`src/sv/spectrum_band_peak_binner_macros.svh`:
```
// Assertion macros for the spectrum band peak binner.
// Expects clk_i and rst_ni in the scope of every use.
`ifndef SPECTRUM_BAND_PEAK_BINNER_MACROS_SVH
`define SPECTRUM_BAND_PEAK_BINNER_MACROS_SVH

// Check a condition at every clock edge outside reset
`define SBPB_ASSERT(lbl, cond) \
  lbl: assert property (@(posedge clk_i) disable iff (!rst_ni) (cond)) \
    else $error("sbpb assertion failed");

// Check a consequence in the same cycle as its antecedent
`define SBPB_ASSERT_IMPL(lbl, ante, cons) \
  lbl: assert property (@(posedge clk_i) disable iff (!rst_ni) (ante) |-> (cons)) \
    else $error("sbpb assertion failed");

// Check a consequence in the cycle after its antecedent
`define SBPB_ASSERT_NEXT(lbl, ante, cons) \
  lbl: assert property (@(posedge clk_i) disable iff (!rst_ni) (ante) |=> (cons)) \
    else $error("sbpb assertion failed");

`endif

```
`src/sv/sbpb_pkg.sv`:
```
// Shared types and constants of the spectrum band peak binner.
// No dependencies; every other file but the assertion macros header imports this package.
package sbpb_pkg;

  localparam int unsigned NumBands   = 8;
  localparam int unsigned BandIdxW   = 3;
  localparam int unsigned BinW       = 8;
  localparam int unsigned MagW       = 16;
  localparam int unsigned EdgeW      = 12;
  localparam int unsigned FracBits   = 4;
  localparam int unsigned FirstBin   = 2;
  localparam int unsigned CfgIdxW    = 4;
  localparam int unsigned QueueDepth = 4;
  localparam int unsigned QPtrW      = 2;

  // Lower edge of band 0: one bin in Q8.4
  localparam logic [EdgeW-1:0] Band0Lower = EdgeW'(1 << FracBits);
  // Strongest-bin position after a clear
  localparam logic [BinW-1:0] PeakPosReset = BinW'(1);

  typedef logic [MagW-1:0]  mag_t;
  typedef logic [BinW-1:0]  bin_t;
  typedef logic [EdgeW-1:0] band_edge_t;

  // One classified bin, handed from the front to the back
  typedef struct packed {
    logic                last;
    logic                usable;
    logic                hit;
    logic [BandIdxW-1:0] band;
    bin_t                bin;
    mag_t                mag;
  } sbpb_entry_t;

endpackage

```
`src/sv/sbpb_if.sv`:
```
// Handshake channels of the spectrum band peak binner: bins in, results out, config.
// Depends on sbpb_pkg.
interface sbpb_bin_if import sbpb_pkg::*; ();
  logic valid;
  logic ready;
  bin_t bin_number;
  mag_t magnitude;
  logic frame_end;

  modport source (output valid, bin_number, magnitude, frame_end, input ready);
  modport sink (input valid, bin_number, magnitude, frame_end, output ready);
endinterface

interface sbpb_res_if import sbpb_pkg::*; ();
  logic valid;
  logic ready;
  mag_t band_peak_0;
  mag_t band_peak_1;
  mag_t band_peak_2;
  mag_t band_peak_3;
  mag_t band_peak_4;
  mag_t band_peak_5;
  mag_t band_peak_6;
  mag_t band_peak_7;
  bin_t strongest_bin;
  mag_t strongest_value;

  modport source (
    output valid, band_peak_0, band_peak_1, band_peak_2, band_peak_3,
           band_peak_4, band_peak_5, band_peak_6, band_peak_7,
           strongest_bin, strongest_value,
    input  ready
  );
  modport sink (
    input  valid, band_peak_0, band_peak_1, band_peak_2, band_peak_3,
           band_peak_4, band_peak_5, band_peak_6, band_peak_7,
           strongest_bin, strongest_value,
    output ready
  );
endinterface

interface sbpb_cfg_if import sbpb_pkg::*; ();
  logic               valid;
  logic               ready;
  logic [CfgIdxW-1:0] index;
  band_edge_t         data;

  modport source (output valid, index, data, input ready);
  modport sink (input valid, index, data, output ready);
endinterface

```
`src/sv/sbpb_front.sv`:
```
// Front end: band edge registers, bin acceptance and band classification.
// Depends on sbpb_pkg and the channel interfaces in sbpb_if.sv.
module sbpb_front import sbpb_pkg::*; #(
  parameter int unsigned FFT_POINTS = 512
) (
  input  logic          clk_i,
  input  logic          rst_ni,
  sbpb_bin_if.sink      bin_i,
  sbpb_cfg_if.sink      cfg_i,
  input  logic          q_ready_i,
  output logic          push_o,
  output sbpb_entry_t   entry_o
);

  localparam int unsigned BinLimit = FFT_POINTS / 2;

  band_edge_t          band_edge_q [NumBands];
  logic [EdgeW-1:0]    pos;
  logic [NumBands-1:0] match;
  logic                usable;
  logic                hit;
  logic [BandIdxW-1:0] band;

  // Take config writes at any time; drop indexes beyond the band list
  assign cfg_i.ready = 1'b1;

  always_ff @(posedge clk_i or negedge rst_ni) begin
    if (!rst_ni) begin
      for (int n = 0; n < NumBands; n++) begin
        band_edge_q[n] <= '0;
      end
    end else if (cfg_i.valid && (cfg_i.index < CfgIdxW'(NumBands))) begin
      band_edge_q[cfg_i.index[BandIdxW-1:0]] <= cfg_i.data;
    end
  end

  // Bin position in Q8.4 and the usable range check
  assign pos    = {bin_i.bin_number, {FracBits{1'b0}}};
  assign usable = (bin_i.bin_number >= BinW'(FirstBin))
                  && (32'(bin_i.bin_number) < BinLimit);

  // Compare against every band in parallel, then pick the lowest match
  always_comb begin
    for (int n = 0; n < NumBands; n++) begin
      if (n == 0) begin
        match[n] = (Band0Lower < pos) && (pos <= band_edge_q[n]);
      end else begin
        match[n] = (band_edge_q[n-1] < pos) && (pos <= band_edge_q[n]);
      end
    end
    hit  = 1'b0;
    band = '0;
    for (int n = NumBands - 1; n >= 0; n--) begin
      if (match[n]) begin
        hit  = 1'b1;
        band = BandIdxW'(n);
      end
    end
  end

  // Accept a beat whenever the queue has room
  assign bin_i.ready = q_ready_i;
  assign push_o      = bin_i.valid & q_ready_i;

  assign entry_o.last   = bin_i.frame_end;
  assign entry_o.usable = usable;
  assign entry_o.hit    = hit;
  assign entry_o.band   = band;
  assign entry_o.bin    = bin_i.bin_number;
  assign entry_o.mag    = bin_i.magnitude;

endmodule

```
`src/sv/sbpb_queue.sv`:
```
// Short queue of classified bins between the front and the back.
// Depends on sbpb_pkg and spectrum_band_peak_binner_macros.svh.
`include "spectrum_band_peak_binner_macros.svh"

module sbpb_queue import sbpb_pkg::*; (
  input  logic        clk_i,
  input  logic        rst_ni,
  input  logic        push_i,
  input  sbpb_entry_t entry_i,
  output logic        ready_o,
  input  logic        pop_i,
  output logic        valid_o,
  output sbpb_entry_t entry_o
);

  sbpb_entry_t      mem_q [QueueDepth];
  logic [QPtrW-1:0] wr_ptr_q;
  logic [QPtrW-1:0] rd_ptr_q;
  logic [QPtrW:0]   count_q;

  assign ready_o = (count_q != (QPtrW+1)'(QueueDepth));
  assign valid_o = (count_q != '0);
  assign entry_o = mem_q[rd_ptr_q];

  // Store entries at the write pointer
  always_ff @(posedge clk_i) begin
    if (push_i) begin
      mem_q[wr_ptr_q] <= entry_i;
    end
  end

  // Advance pointers and track the fill level
  always_ff @(posedge clk_i or negedge rst_ni) begin
    if (!rst_ni) begin
      wr_ptr_q <= '0;
      rd_ptr_q <= '0;
      count_q  <= '0;
    end else begin
      if (push_i) begin
        wr_ptr_q <= wr_ptr_q + QPtrW'(1);
      end
      if (pop_i) begin
        rd_ptr_q <= rd_ptr_q + QPtrW'(1);
      end
      if (push_i && !pop_i) begin
        count_q <= count_q + (QPtrW+1)'(1);
      end else if (pop_i && !push_i) begin
        count_q <= count_q - (QPtrW+1)'(1);
      end
    end
  end

  `SBPB_ASSERT(a_count_bound, count_q <= (QPtrW+1)'(QueueDepth))
  `SBPB_ASSERT_IMPL(a_push_room, push_i, count_q < (QPtrW+1)'(QueueDepth))
  `SBPB_ASSERT_IMPL(a_pop_nonempty, pop_i, count_q != '0)

endmodule

```
`src/sv/sbpb_back.sv`:
```
// Back end: band maxima, strongest-bin tracker and the result register.
// Depends on sbpb_pkg, sbpb_if.sv and spectrum_band_peak_binner_macros.svh.
`include "spectrum_band_peak_binner_macros.svh"

module sbpb_back import sbpb_pkg::*; (
  input  logic        clk_i,
  input  logic        rst_ni,
  input  logic        valid_i,
  input  sbpb_entry_t entry_i,
  output logic        pop_o,
  sbpb_res_if.source  res_o
);

  mag_t band_max_q [NumBands];
  mag_t band_max_d [NumBands];
  mag_t peak_mag_q;
  mag_t peak_mag_d;
  bin_t peak_pos_q;
  bin_t peak_pos_d;
  mag_t out_band_q [NumBands];
  mag_t out_mag_q;
  bin_t out_pos_q;
  logic out_valid_q;
  logic emit;

  // Hold a frame end while the previous result still waits
  assign pop_o = valid_i && (!entry_i.last || !out_valid_q || res_o.ready);
  assign emit  = pop_o && entry_i.last;

  // Fold the popped bin into its band and the peak tracker
  always_comb begin
    for (int n = 0; n < NumBands; n++) begin
      band_max_d[n] = band_max_q[n];
      if (pop_o && entry_i.usable && entry_i.hit
          && (entry_i.band == BandIdxW'(n)) && (entry_i.mag > band_max_q[n])) begin
        band_max_d[n] = entry_i.mag;
      end
    end
    peak_mag_d = peak_mag_q;
    peak_pos_d = peak_pos_q;
    if (pop_o && entry_i.usable && (entry_i.mag > peak_mag_q)) begin
      peak_mag_d = entry_i.mag;
      peak_pos_d = entry_i.bin;
    end
  end

  // Update the frame state; clear it once the frame end is taken
  always_ff @(posedge clk_i or negedge rst_ni) begin
    if (!rst_ni) begin
      for (int n = 0; n < NumBands; n++) begin
        band_max_q[n] <= '0;
      end
      peak_mag_q <= '0;
      peak_pos_q <= PeakPosReset;
    end else if (emit) begin
      for (int n = 0; n < NumBands; n++) begin
        band_max_q[n] <= '0;
      end
      peak_mag_q <= '0;
      peak_pos_q <= PeakPosReset;
    end else begin
      band_max_q <= band_max_d;
      peak_mag_q <= peak_mag_d;
      peak_pos_q <= peak_pos_d;
    end
  end

  // Result register payload
  always_ff @(posedge clk_i) begin
    if (emit) begin
      out_band_q <= band_max_d;
      out_mag_q  <= peak_mag_d;
      out_pos_q  <= peak_pos_d;
    end
  end

  // Result valid: set on a frame end, drop when the beat is taken
  always_ff @(posedge clk_i or negedge rst_ni) begin
    if (!rst_ni) begin
      out_valid_q <= 1'b0;
    end else if (emit) begin
      out_valid_q <= 1'b1;
    end else if (res_o.ready) begin
      out_valid_q <= 1'b0;
    end
  end

  assign res_o.valid           = out_valid_q;
  assign res_o.band_peak_0     = out_band_q[0];
  assign res_o.band_peak_1     = out_band_q[1];
  assign res_o.band_peak_2     = out_band_q[2];
  assign res_o.band_peak_3     = out_band_q[3];
  assign res_o.band_peak_4     = out_band_q[4];
  assign res_o.band_peak_5     = out_band_q[5];
  assign res_o.band_peak_6     = out_band_q[6];
  assign res_o.band_peak_7     = out_band_q[7];
  assign res_o.strongest_bin   = out_pos_q;
  assign res_o.strongest_value = out_mag_q;

  `SBPB_ASSERT_NEXT(a_emit_valid, emit, out_valid_q)
  `SBPB_ASSERT_NEXT(a_emit_clears, emit, (peak_mag_q == '0) && (peak_pos_q == PeakPosReset))

endmodule

```
`src/sv/spectrum_band_peak_binner.sv`:
```
// Top level of the spectrum band peak binner: front, queue and back joined.
// Depends on sbpb_pkg, sbpb_if.sv, sbpb_front, sbpb_queue and sbpb_back.
//
//   channel  dir  beat carries                               handshake
//   bin_i    in   bin_number, magnitude, frame_end           valid/ready
//   cfg_i    in   index (band edge 0..7), data (Q8.4 edge)   valid/ready
//   res_o    out  band_peak_0..7, strongest_bin/value        valid/ready
//
// One bin is accepted every cycle while the four-entry queue has room.
// A frame-end beat is stored in the queue; the back sets the result register and its valid when it pops it.
// Reset clears the band edges, the band maxima and the peak tracker.
// A held result stalls only the next frame end at the back; earlier bins
// keep draining and the queue absorbs four beats before bin_i.ready drops.
// Config writes are taken in any cycle (ready is always high).
module spectrum_band_peak_binner import sbpb_pkg::*; #(
  parameter int unsigned FFT_POINTS = 512
) (
  input  logic       clk_i,
  input  logic       rst_ni,
  sbpb_bin_if.sink   bin_i,
  sbpb_cfg_if.sink   cfg_i,
  sbpb_res_if.source res_o
);

  logic        q_ready;
  logic        push;
  sbpb_entry_t push_entry;
  logic        q_valid;
  logic        pop;
  sbpb_entry_t pop_entry;

  sbpb_front #(
    .FFT_POINTS (FFT_POINTS)
  ) u_front (
    .clk_i     (clk_i),
    .rst_ni    (rst_ni),
    .bin_i     (bin_i),
    .cfg_i     (cfg_i),
    .q_ready_i (q_ready),
    .push_o    (push),
    .entry_o   (push_entry)
  );

  sbpb_queue u_queue (
    .clk_i   (clk_i),
    .rst_ni  (rst_ni),
    .push_i  (push),
    .entry_i (push_entry),
    .ready_o (q_ready),
    .pop_i   (pop),
    .valid_o (q_valid),
    .entry_o (pop_entry)
  );

  sbpb_back u_back (
    .clk_i   (clk_i),
    .rst_ni  (rst_ni),
    .valid_i (q_valid),
    .entry_i (pop_entry),
    .pop_o   (pop),
    .res_o   (res_o)
  );

endmodule
```
`src/flat_wrapper.sv`:
```
// flat-port wrapper written by rule: the top's interface ports become plain ports
module spectrum_band_peak_binner_flat import sbpb_pkg::*;
#(
  parameter int unsigned FFT_POINTS = 512
)
  (clk_i, rst_ni, bin_i_valid, bin_i_bin_number, bin_i_magnitude, bin_i_frame_end, bin_i_ready, cfg_i_valid, cfg_i_index, cfg_i_data, cfg_i_ready, res_o_valid, res_o_band_peak_0, res_o_band_peak_1, res_o_band_peak_2, res_o_band_peak_3, res_o_band_peak_4, res_o_band_peak_5, res_o_band_peak_6, res_o_band_peak_7, res_o_strongest_bin, res_o_strongest_value, res_o_ready);
  sbpb_bin_if bin_i_i ();
  sbpb_cfg_if cfg_i_i ();
  sbpb_res_if res_o_i ();
  input  logic clk_i;
  input  logic rst_ni;
  input wire logic [$bits(bin_i_i.valid)-1:0] bin_i_valid;
  input wire logic [$bits(bin_i_i.bin_number)-1:0] bin_i_bin_number;
  input wire logic [$bits(bin_i_i.magnitude)-1:0] bin_i_magnitude;
  input wire logic [$bits(bin_i_i.frame_end)-1:0] bin_i_frame_end;
  output wire logic [$bits(bin_i_i.ready)-1:0] bin_i_ready;
  input wire logic [$bits(cfg_i_i.valid)-1:0] cfg_i_valid;
  input wire logic [$bits(cfg_i_i.index)-1:0] cfg_i_index;
  input wire logic [$bits(cfg_i_i.data)-1:0] cfg_i_data;
  output wire logic [$bits(cfg_i_i.ready)-1:0] cfg_i_ready;
  output wire logic [$bits(res_o_i.valid)-1:0] res_o_valid;
  output wire logic [$bits(res_o_i.band_peak_0)-1:0] res_o_band_peak_0;
  output wire logic [$bits(res_o_i.band_peak_1)-1:0] res_o_band_peak_1;
  output wire logic [$bits(res_o_i.band_peak_2)-1:0] res_o_band_peak_2;
  output wire logic [$bits(res_o_i.band_peak_3)-1:0] res_o_band_peak_3;
  output wire logic [$bits(res_o_i.band_peak_4)-1:0] res_o_band_peak_4;
  output wire logic [$bits(res_o_i.band_peak_5)-1:0] res_o_band_peak_5;
  output wire logic [$bits(res_o_i.band_peak_6)-1:0] res_o_band_peak_6;
  output wire logic [$bits(res_o_i.band_peak_7)-1:0] res_o_band_peak_7;
  output wire logic [$bits(res_o_i.strongest_bin)-1:0] res_o_strongest_bin;
  output wire logic [$bits(res_o_i.strongest_value)-1:0] res_o_strongest_value;
  input wire logic [$bits(res_o_i.ready)-1:0] res_o_ready;
  assign bin_i_i.valid = bin_i_valid;
  assign bin_i_i.bin_number = bin_i_bin_number;
  assign bin_i_i.magnitude = bin_i_magnitude;
  assign bin_i_i.frame_end = bin_i_frame_end;
  assign bin_i_ready = bin_i_i.ready;
  assign cfg_i_i.valid = cfg_i_valid;
  assign cfg_i_i.index = cfg_i_index;
  assign cfg_i_i.data = cfg_i_data;
  assign cfg_i_ready = cfg_i_i.ready;
  assign res_o_valid = res_o_i.valid;
  assign res_o_band_peak_0 = res_o_i.band_peak_0;
  assign res_o_band_peak_1 = res_o_i.band_peak_1;
  assign res_o_band_peak_2 = res_o_i.band_peak_2;
  assign res_o_band_peak_3 = res_o_i.band_peak_3;
  assign res_o_band_peak_4 = res_o_i.band_peak_4;
  assign res_o_band_peak_5 = res_o_i.band_peak_5;
  assign res_o_band_peak_6 = res_o_i.band_peak_6;
  assign res_o_band_peak_7 = res_o_i.band_peak_7;
  assign res_o_strongest_bin = res_o_i.strongest_bin;
  assign res_o_strongest_value = res_o_i.strongest_value;
  assign res_o_i.ready = res_o_ready;
  spectrum_band_peak_binner #(.FFT_POINTS(FFT_POINTS)) u_core (.clk_i(clk_i), .rst_ni(rst_ni), .bin_i(bin_i_i), .cfg_i(cfg_i_i), .res_o(res_o_i));
endmodule
```
`config.mk`:
```
export PLATFORM = sky130hd
export DESIGN_NAME = spectrum_band_peak_binner_flat
export DESIGN_NICKNAME = d
export VERILOG_FILES = /design/src/sv/sbpb_pkg.sv /design/src/sv/sbpb_if.sv /design/src/sv/sbpb_front.sv /design/src/sv/sbpb_queue.sv /design/src/sv/sbpb_back.sv /design/src/sv/spectrum_band_peak_binner.sv /design/src/flat_wrapper.sv
export VERILOG_INCLUDE_DIRS = /design/src /design/src/sv
export SDC_FILE = /design/constraint.sdc
export NUM_CORES = 1
export LEC_CHECK = 0
export BUFFER_PORTS_ARGS = -buffer_cell sky130_fd_sc_hd__buf_2
export CAP_MARGIN = 20
export CORE_AREA = 8 8 267 269
export DETAILED_ROUTE_END_ITERATION = 10
export DIE_AREA = 0 0 275 277
export SLEW_MARGIN = 30
export SYNTH_ARGS = -nofsm -noshare
export SYNTH_HDL_FRONTEND = slang
export SYNTH_SLANG_ARGS = --single-unit
```
`constraint.sdc`:
```
create_clock -name clk_i -period 11.39 [get_ports clk_i]
set_clock_uncertainty 0.1 [all_clocks]
set_input_delay 1.7085 -clock clk_i [delete_from_list [all_inputs] [get_ports clk_i]]
set_output_delay 1.7085 -clock clk_i [all_outputs]
set_load 0.05 [all_outputs]
```
# ---- After elaboration in Yosys (flattened, before gate mapping)
# Memories as Yosys holds them, arrays and structs flattened.
# Index checks and enable logic that the tools add are counted.
dict set report op_classes {
  n_addsub 4
  mul 0
  div_mod_pow 0
  order_cmp 29
  n_eq_ne 8
  n_shift 0
  mux 38
  n_bitwise 2
  n_reduce_logical 43
}
# op count
set ops {}
lappend ops {{$mux W16} 10}
lappend ops {{$gt A16 B16 Y1} 9}
lappend ops {{$mux W128} 1}
lappend ops {{$bwmux W96} 1}
lappend ops {{$le A12 B12 Y1} 8}
lappend ops {{$lt A12 B12 Y1} 7}
lappend ops {{$demux W12 S3} 1}
lappend ops {{$logic_and A1 B1 Y1} 33}
lappend ops {{$mux W3} 10}
lappend ops {{$mux W8} 2}
lappend ops {{$eq A3 B3 Y1 const B} 4}
lappend ops {{$lt A5 B12 Y1 const A} 1}
lappend ops {{$mux W1} 12}
lappend ops {{$mux W12} 1}
lappend ops {{$ge A8 B2 Y1 const B} 1}
lappend ops {{$eq A3 B2 Y1 const B} 2}
lappend ops {{$add A2 B1 Y2 const B} 2}
lappend ops {{$ge A4 B4 Y1 const B} 1}
lappend ops {{$logic_not A1 Y1} 4}
lappend ops {{$lt A4 B1 Y1 const B} 1}
lappend ops {{$lt A4 B4 Y1 const B} 1}
lappend ops {{$not A3 Y4} 1}
lappend ops {{$reduce_bool A2 Y1} 2}
lappend ops {{$add A3 B1 Y3 const B} 1}
lappend ops {{7 further kinds} 8}
dict set report totals {
  regBits 408
  latchBits 0
  ram_bits 120
  rom_bits 0
  inputBits 46
  output_inout_bits 155
  elab_cells 157
  memories 1
}
# name depth word_bits rd rd_clocked_by_memory_dff write_ports line_no
set mem_list {}
lappend mem_list {u_core.u_queue.mem_q 4 30 1 0 1 sbpb_queue.sv:16} ;# sbpb_entry_t mem_q [QueueDepth];

# ---- Logic depth before layout (Yosys ltp)
# An unclocked memory read counts as a cell.
dict set report logic_depth {
  depth_word 11
  mapped_depth 15
  ltp_nobuf 9
}

# ---- By module
# From an unflattened synthesis, not the netlist that was laid out.
dict set report unflattened {
  hier_cells 1867
  hier_area_um2 25539.5
}
# mod instances cells_each area_each_um2 seq_area_each_um2
set by_module_without_submodules {}
lappend by_module_without_submodules {sbpb_back 1 1203 15339.7 8394.3}
lappend by_module_without_submodules {sbpb_front 1 472 5435.2 2402.3}
lappend by_module_without_submodules {sbpb_queue 1 192 4764.6 3778.6}

# ---- Least setup slack after synthesis
# No wires, ideal clock.
dict set report synth_path {
  path_type {input -> register}
  from {input res_o_ready}
  to {register u_core.u_back.out_band_q, in the netlist u_core.u_back.res_o.band_peak_0[0], enable pin}
  arrival_ns 6.688
  required_ns 10.714
  slack_ns 4.026
  path_stages 6
  n_path_buf 2
  cell_sequence {inv_1 > a31oi_4 > nand2_1 > clkbuf_1 > inv_2 > clkbuf_1}
}
dict set report synth_via {
  elab_chain_cells 3
}
# element line_no
set synth_rtl {}
lappend synth_rtl {{start: declaration} flat_wrapper.sv:32} ;# input wire logic [$bits(res_o_i.ready)-1:0] res_o_ready;
lappend synth_rtl {{$logic_or A1 B1 Y1} sbpb_back.sv:27} ;# assign pop_o = valid_i && (!entry_i.last || !out_valid_q || res_o.ready);
lappend synth_rtl {{$logic_and A1 B1 Y1} sbpb_back.sv:27}
lappend synth_rtl {{$logic_and A1 B1 Y1} sbpb_back.sv:28} ;# assign emit = pop_o && entry_i.last;
lappend synth_rtl {{via u_core.u_back.emit} sbpb_back.sv:24} ;# logic emit;
lappend synth_rtl {{end signal: assignment} sbpb_back.sv:71} ;# out_band_q <= band_max_d;
lappend synth_rtl {{end: declaration} sbpb_back.sv:20} ;# mag_t out_band_q [NumBands];
# The timed path passes the listed nets, and every way through them passes these cells.
# A chain may end at the register's enable or synchronous reset.

==> flow_summary.yaml <==
yosys:
  synth_mux_area_share_pct: 16.3
  synth_fa_ha_area_share_pct: 10.1
  syn-instance-count: 2095
  synth_seq_area_share_pct: 54.8
  yosys.area_share.simple_pct: 7.43
  synth_cell_types: 63
  syn_avg_cell_area_sq_um: 12.7
  synth_xor_area_share_pct: 0.198
  synth_compound_area_share_pct: 6.83
  synth-main-ff-cell: "edfxtp_1"
  ys_ff_latch: 528
  yosysWarnings: 0
  synth_top_family_by_area: "multiplexers"
  synth_edf_count: 272
  syn-cell-area_sq_mm: 0.0266
  syn_nets: 2355
  async_flop_share_pct: 48.5
clock_tree:
  ctsHoldBuffers: 0
  post_cts_buffers: 0
  path_clk_slew_ns: 0.06
  cts_tree: "yes"
  root_buffer: "clkbuf_16"
  cts_htree_levels: 2
  clockBufferDepth: 3
  post_cts_resize_count: 0
  clock_latency_ns: 0.63
  cts_buffers: 56
  cts_sinks: 528
grt:
  antenna_found_initial: 9
  grt_max_degree: 141
  grt_overflow: 0
  grt_pass1_wl_mm: 109
  track_usage_pct: 18.4
  grt_pass1_vias: 17800
setup_path:
  cp-endpoint: "u_core.u_back.res_o.band_peak_5[9]"
  worstPathRequired_ns: 11.67
  arrival_ns: 5.19
  critPathKind: "flop to flop"
  slowest_delay_ns: 0.79
  crit_top_cell: "buf_4"
  r2r_setup_slack_ns: 6.48
  crit_slowest_cell: "dfrtp_1"
  crit_start: "u_core.u_queue.rd_ptr_q[1]"
  path_cells: "buf_4 > mux4_2 > inv_1 > ha_1 > nor2b_1 > nor3_1 > o21ai_0 > a221oi_1 > a2111o_1 > buf_4 > mux2_2"
  r2r_end: "u_core.u_back.res_o.band_peak_5[9]"
  reg2reg_depth: 11
  rr_startpoint: "u_core.u_queue.rd_ptr_q[1]"
  cp-end-kind: "flop"
  critPathLaunchType: "flop"
  crit_fanout: 18
power_and_ir_drop:
  power_leakage_nw: 13.5
  powerDensity_mw_per_mm2: 322
  p_total_w: 0.00979
  irDropWorstVdd_mv: 0.204
routing:
  drtAntennaViolNets: 0
  via_per_inst: 5.36
  wirelength_mm: 71.2
  wl_per_cell_microns: 22.2
  vias: 17100
  drc: 0
  drtIter0Drc: 1208
  firstDrtPassIters: 6
run:
  maxCapViolCount: 0
timing:
  fmax_mhz: 204
  period_minus_slack_ns: 4.91
  setup_tns_ns: 0
  fin_crit_sh_pct: 43.1
  hold_violations: 0
  timing.final.ws_setup_ns: 6.48
  worstMarginPinSlew_ns: 0.953
  max_slew_margin_pct: 36.5
  maxSlewViolCount: 0
  setup_viol: 0
  fin_hold_ws_ns: 0.398
  rsz0062_at_grt: "no"
floorplan:
  start_util_pct: 39.8
  num_rows: 95
  fp.dieW_microns: 275
  coreArea_sq_mm: 0.0668
  pin_count: 201
  dieArea_sq_mm: 0.0762
  die_h_microns: 277
place:
  place_congestion: 0.829
  dp_slack_ns: 6.11
  place_hpwl_mm: 48.4
  port_buffers: 199
layout:
  nets: 2538
  fillers: 6035
  area_growth_pct: 14.4
  drive_gt1_share_pct: 24.1
hold_path:
  hold_class: "flop to flop"
run_status:
  outcome: "finished clean"
## flip-flops by register name (all words and copies together) (netlist names), 2 cells and up
name and flops:
u_core.u_back.res_o.strongest_bin 8, u_core.u_queue.mem_q 120, u_core.u_back.res_o.band_peak_3 16, u_core.u_back.res_o.band_peak_5 16
u_core.u_back.res_o.band_peak_2 16, u_core.u_back.res_o.strongest_value 16, u_core.u_back.res_o.band_peak_4 16, u_core.u_back.res_o.band_peak_1 16
u_core.u_back.band_max_q 128, u_core.u_back.peak_pos_q 8, u_core.u_back.res_o.band_peak_6 16, u_core.u_front.band_edge_q 96
u_core.u_queue.rd_ptr_q 2, u_core.u_back.peak_mag_q 16, u_core.u_queue.count_q 3, u_core.u_back.res_o.band_peak_0 16
u_core.u_back.res_o.band_peak_7 16, u_core.u_queue.wr_ptr_q 2
## where the power goes
group          internal [W]  switching [W]  leakage (nW)
clock               0.00111       0.000773         0.937
combinational       0.00138        0.00341          6.58
sequential          0.00281       0.000314          5.97
total               0.00530        0.00449          13.5
## worst max-delay path: cells and delay by family (launching register included)
kind	cells	cell delay [ns]
buffers and inverters	3	1.34
AOI/OAI and AO/OA	3	1.04
muxes	2	0.96
DFF	1	0.79
adders and majority gates	1	0.26
and+or+nand+nor	2	0.16
## layout make-up
type	count	area [sq um]	area share, %
flip-flops and latches	528	14600	47.9
multi-input cells	1280	10900	35.8
clock buffers	79	1620	5.32
repair buffers	224	1230	4.03
well taps	873	1090	3.59
inverters	188	713	2.34
clock inverters	27	300	0.986
diodes	3	7.51	0.0247
## synth_stat cells, drive strengths merged (5+ instances only)
cell | n | area [sq um]
mux2 | 200 | 2360
nand3 | 15 | 75.1
buf | 34 | 224
inv | 188 | 706
a211oi | 9 | 67.6
and3 | 9 | 61.3
nand2 | 236 | 888
nor2 | 38 | 143
nor3 | 18 | 90.1
nand4 | 31 | 194
a21o | 30 | 225
a221oi | 7 | 61.3
o21ai | 64 | 320
a2111o | 7 | 78.8
nor4 | 5 | 31.3
ha | 213 | 2670
nand2b | 6 | 37.5
o211ai | 34 | 255
mux2i | 129 | 1290
clkbuf | 65 | 244
nor2b | 23 | 144
dfrtp | 255 | 6380
edfxtp | 272 | 8170
a41oi | 24 | 210
a21oi | 88 | 440
nor3b | 5 | 37.5
mux4 | 30 | 676
and4 | 13 | 114
## worst min path at each step
stage / start / endpoint / cells after the start
2_1_floorplan: u_core.u_queue.count_q[2] / u_core.u_queue.count_q[2] / 1
3_3_place_gp: u_core.u_front.band_edge_q[62] / u_core.u_front.band_edge_q[62] / 1
3_5_place_dp: u_core.u_front.band_edge_q[1] / u_core.u_front.band_edge_q[1] / 1
4_1_cts: u_core.u_front.band_edge_q[1] / u_core.u_front.band_edge_q[1] / 1
5_1_grt: u_core.u_front.band_edge_q[27] / u_core.u_front.band_edge_q[27] / 1
6_report: u_core.u_front.band_edge_q[1] / u_core.u_front.band_edge_q[1] / 1
## cells by family (layout without fill, tap and decap cells)
| family | after synthesis | count (layout) |
|---|---|---|
| buffers and inverters | 287 | 518 |
| DFF | 528 | 528 |
| other | 1 | 4 |
| muxes | 359 | 359 |
| adders and majority gates | 214 | 214 |
| and+or+nand+nor | 420 | 420 |
| AOI/OAI and AO/OA | 280 | 280 |
| xor gates and xnor gates | 6 | 6 |
## cells in the final DEF, fill, tap and decap left out, types with 13 or more instances in the layout
| master | instances |
|---|---|
| a21o_1 | 30 |
| a21oi_1 | 87 |
| a41oi_1 | 24 |
| and4_1 | 13 |
| buf_2 | 198 |
| buf_4 | 23 |
| clkbuf_16 | 57 |
| dfrtp_1 | 254 |
| edfxtp_1 | 272 |
| ha_1 | 213 |
| inv_1 | 187 |
| mux2_2 | 168 |
| mux2_4 | 28 |
| mux2i_1 | 129 |
| mux4_2 | 30 |
| nand2_1 | 232 |
| nand3_1 | 15 |
| nand4_1 | 31 |
| nor2_1 | 37 |
| nor2b_1 | 23 |
| nor3_1 | 18 |
| o211ai_1 | 34 |
| o21ai_0 | 64 |
## metrics by stage
step	instances	utilization, %	cell area (sq um)
6_report	3202	45.6	30400
5_1_grt	3199	45.6	30400
3_3_place_gp	3092	42.6	28500
4_1_cts	3198	45.5	30400
2_1_floorplan	2095	-	26600
3_5_place_dp	3092	42.6	28500
## metal layers
layer  GRT usage, %  wire, microns  up-vias
li1               -              -     8008
met4           5.51           1920        6
met5              0             35        -
met2           31.3          34700      438
met3           3.48           3990      126
met1           23.6          30600     8570
No activity file was read; power rests on OpenSTA's default activity.
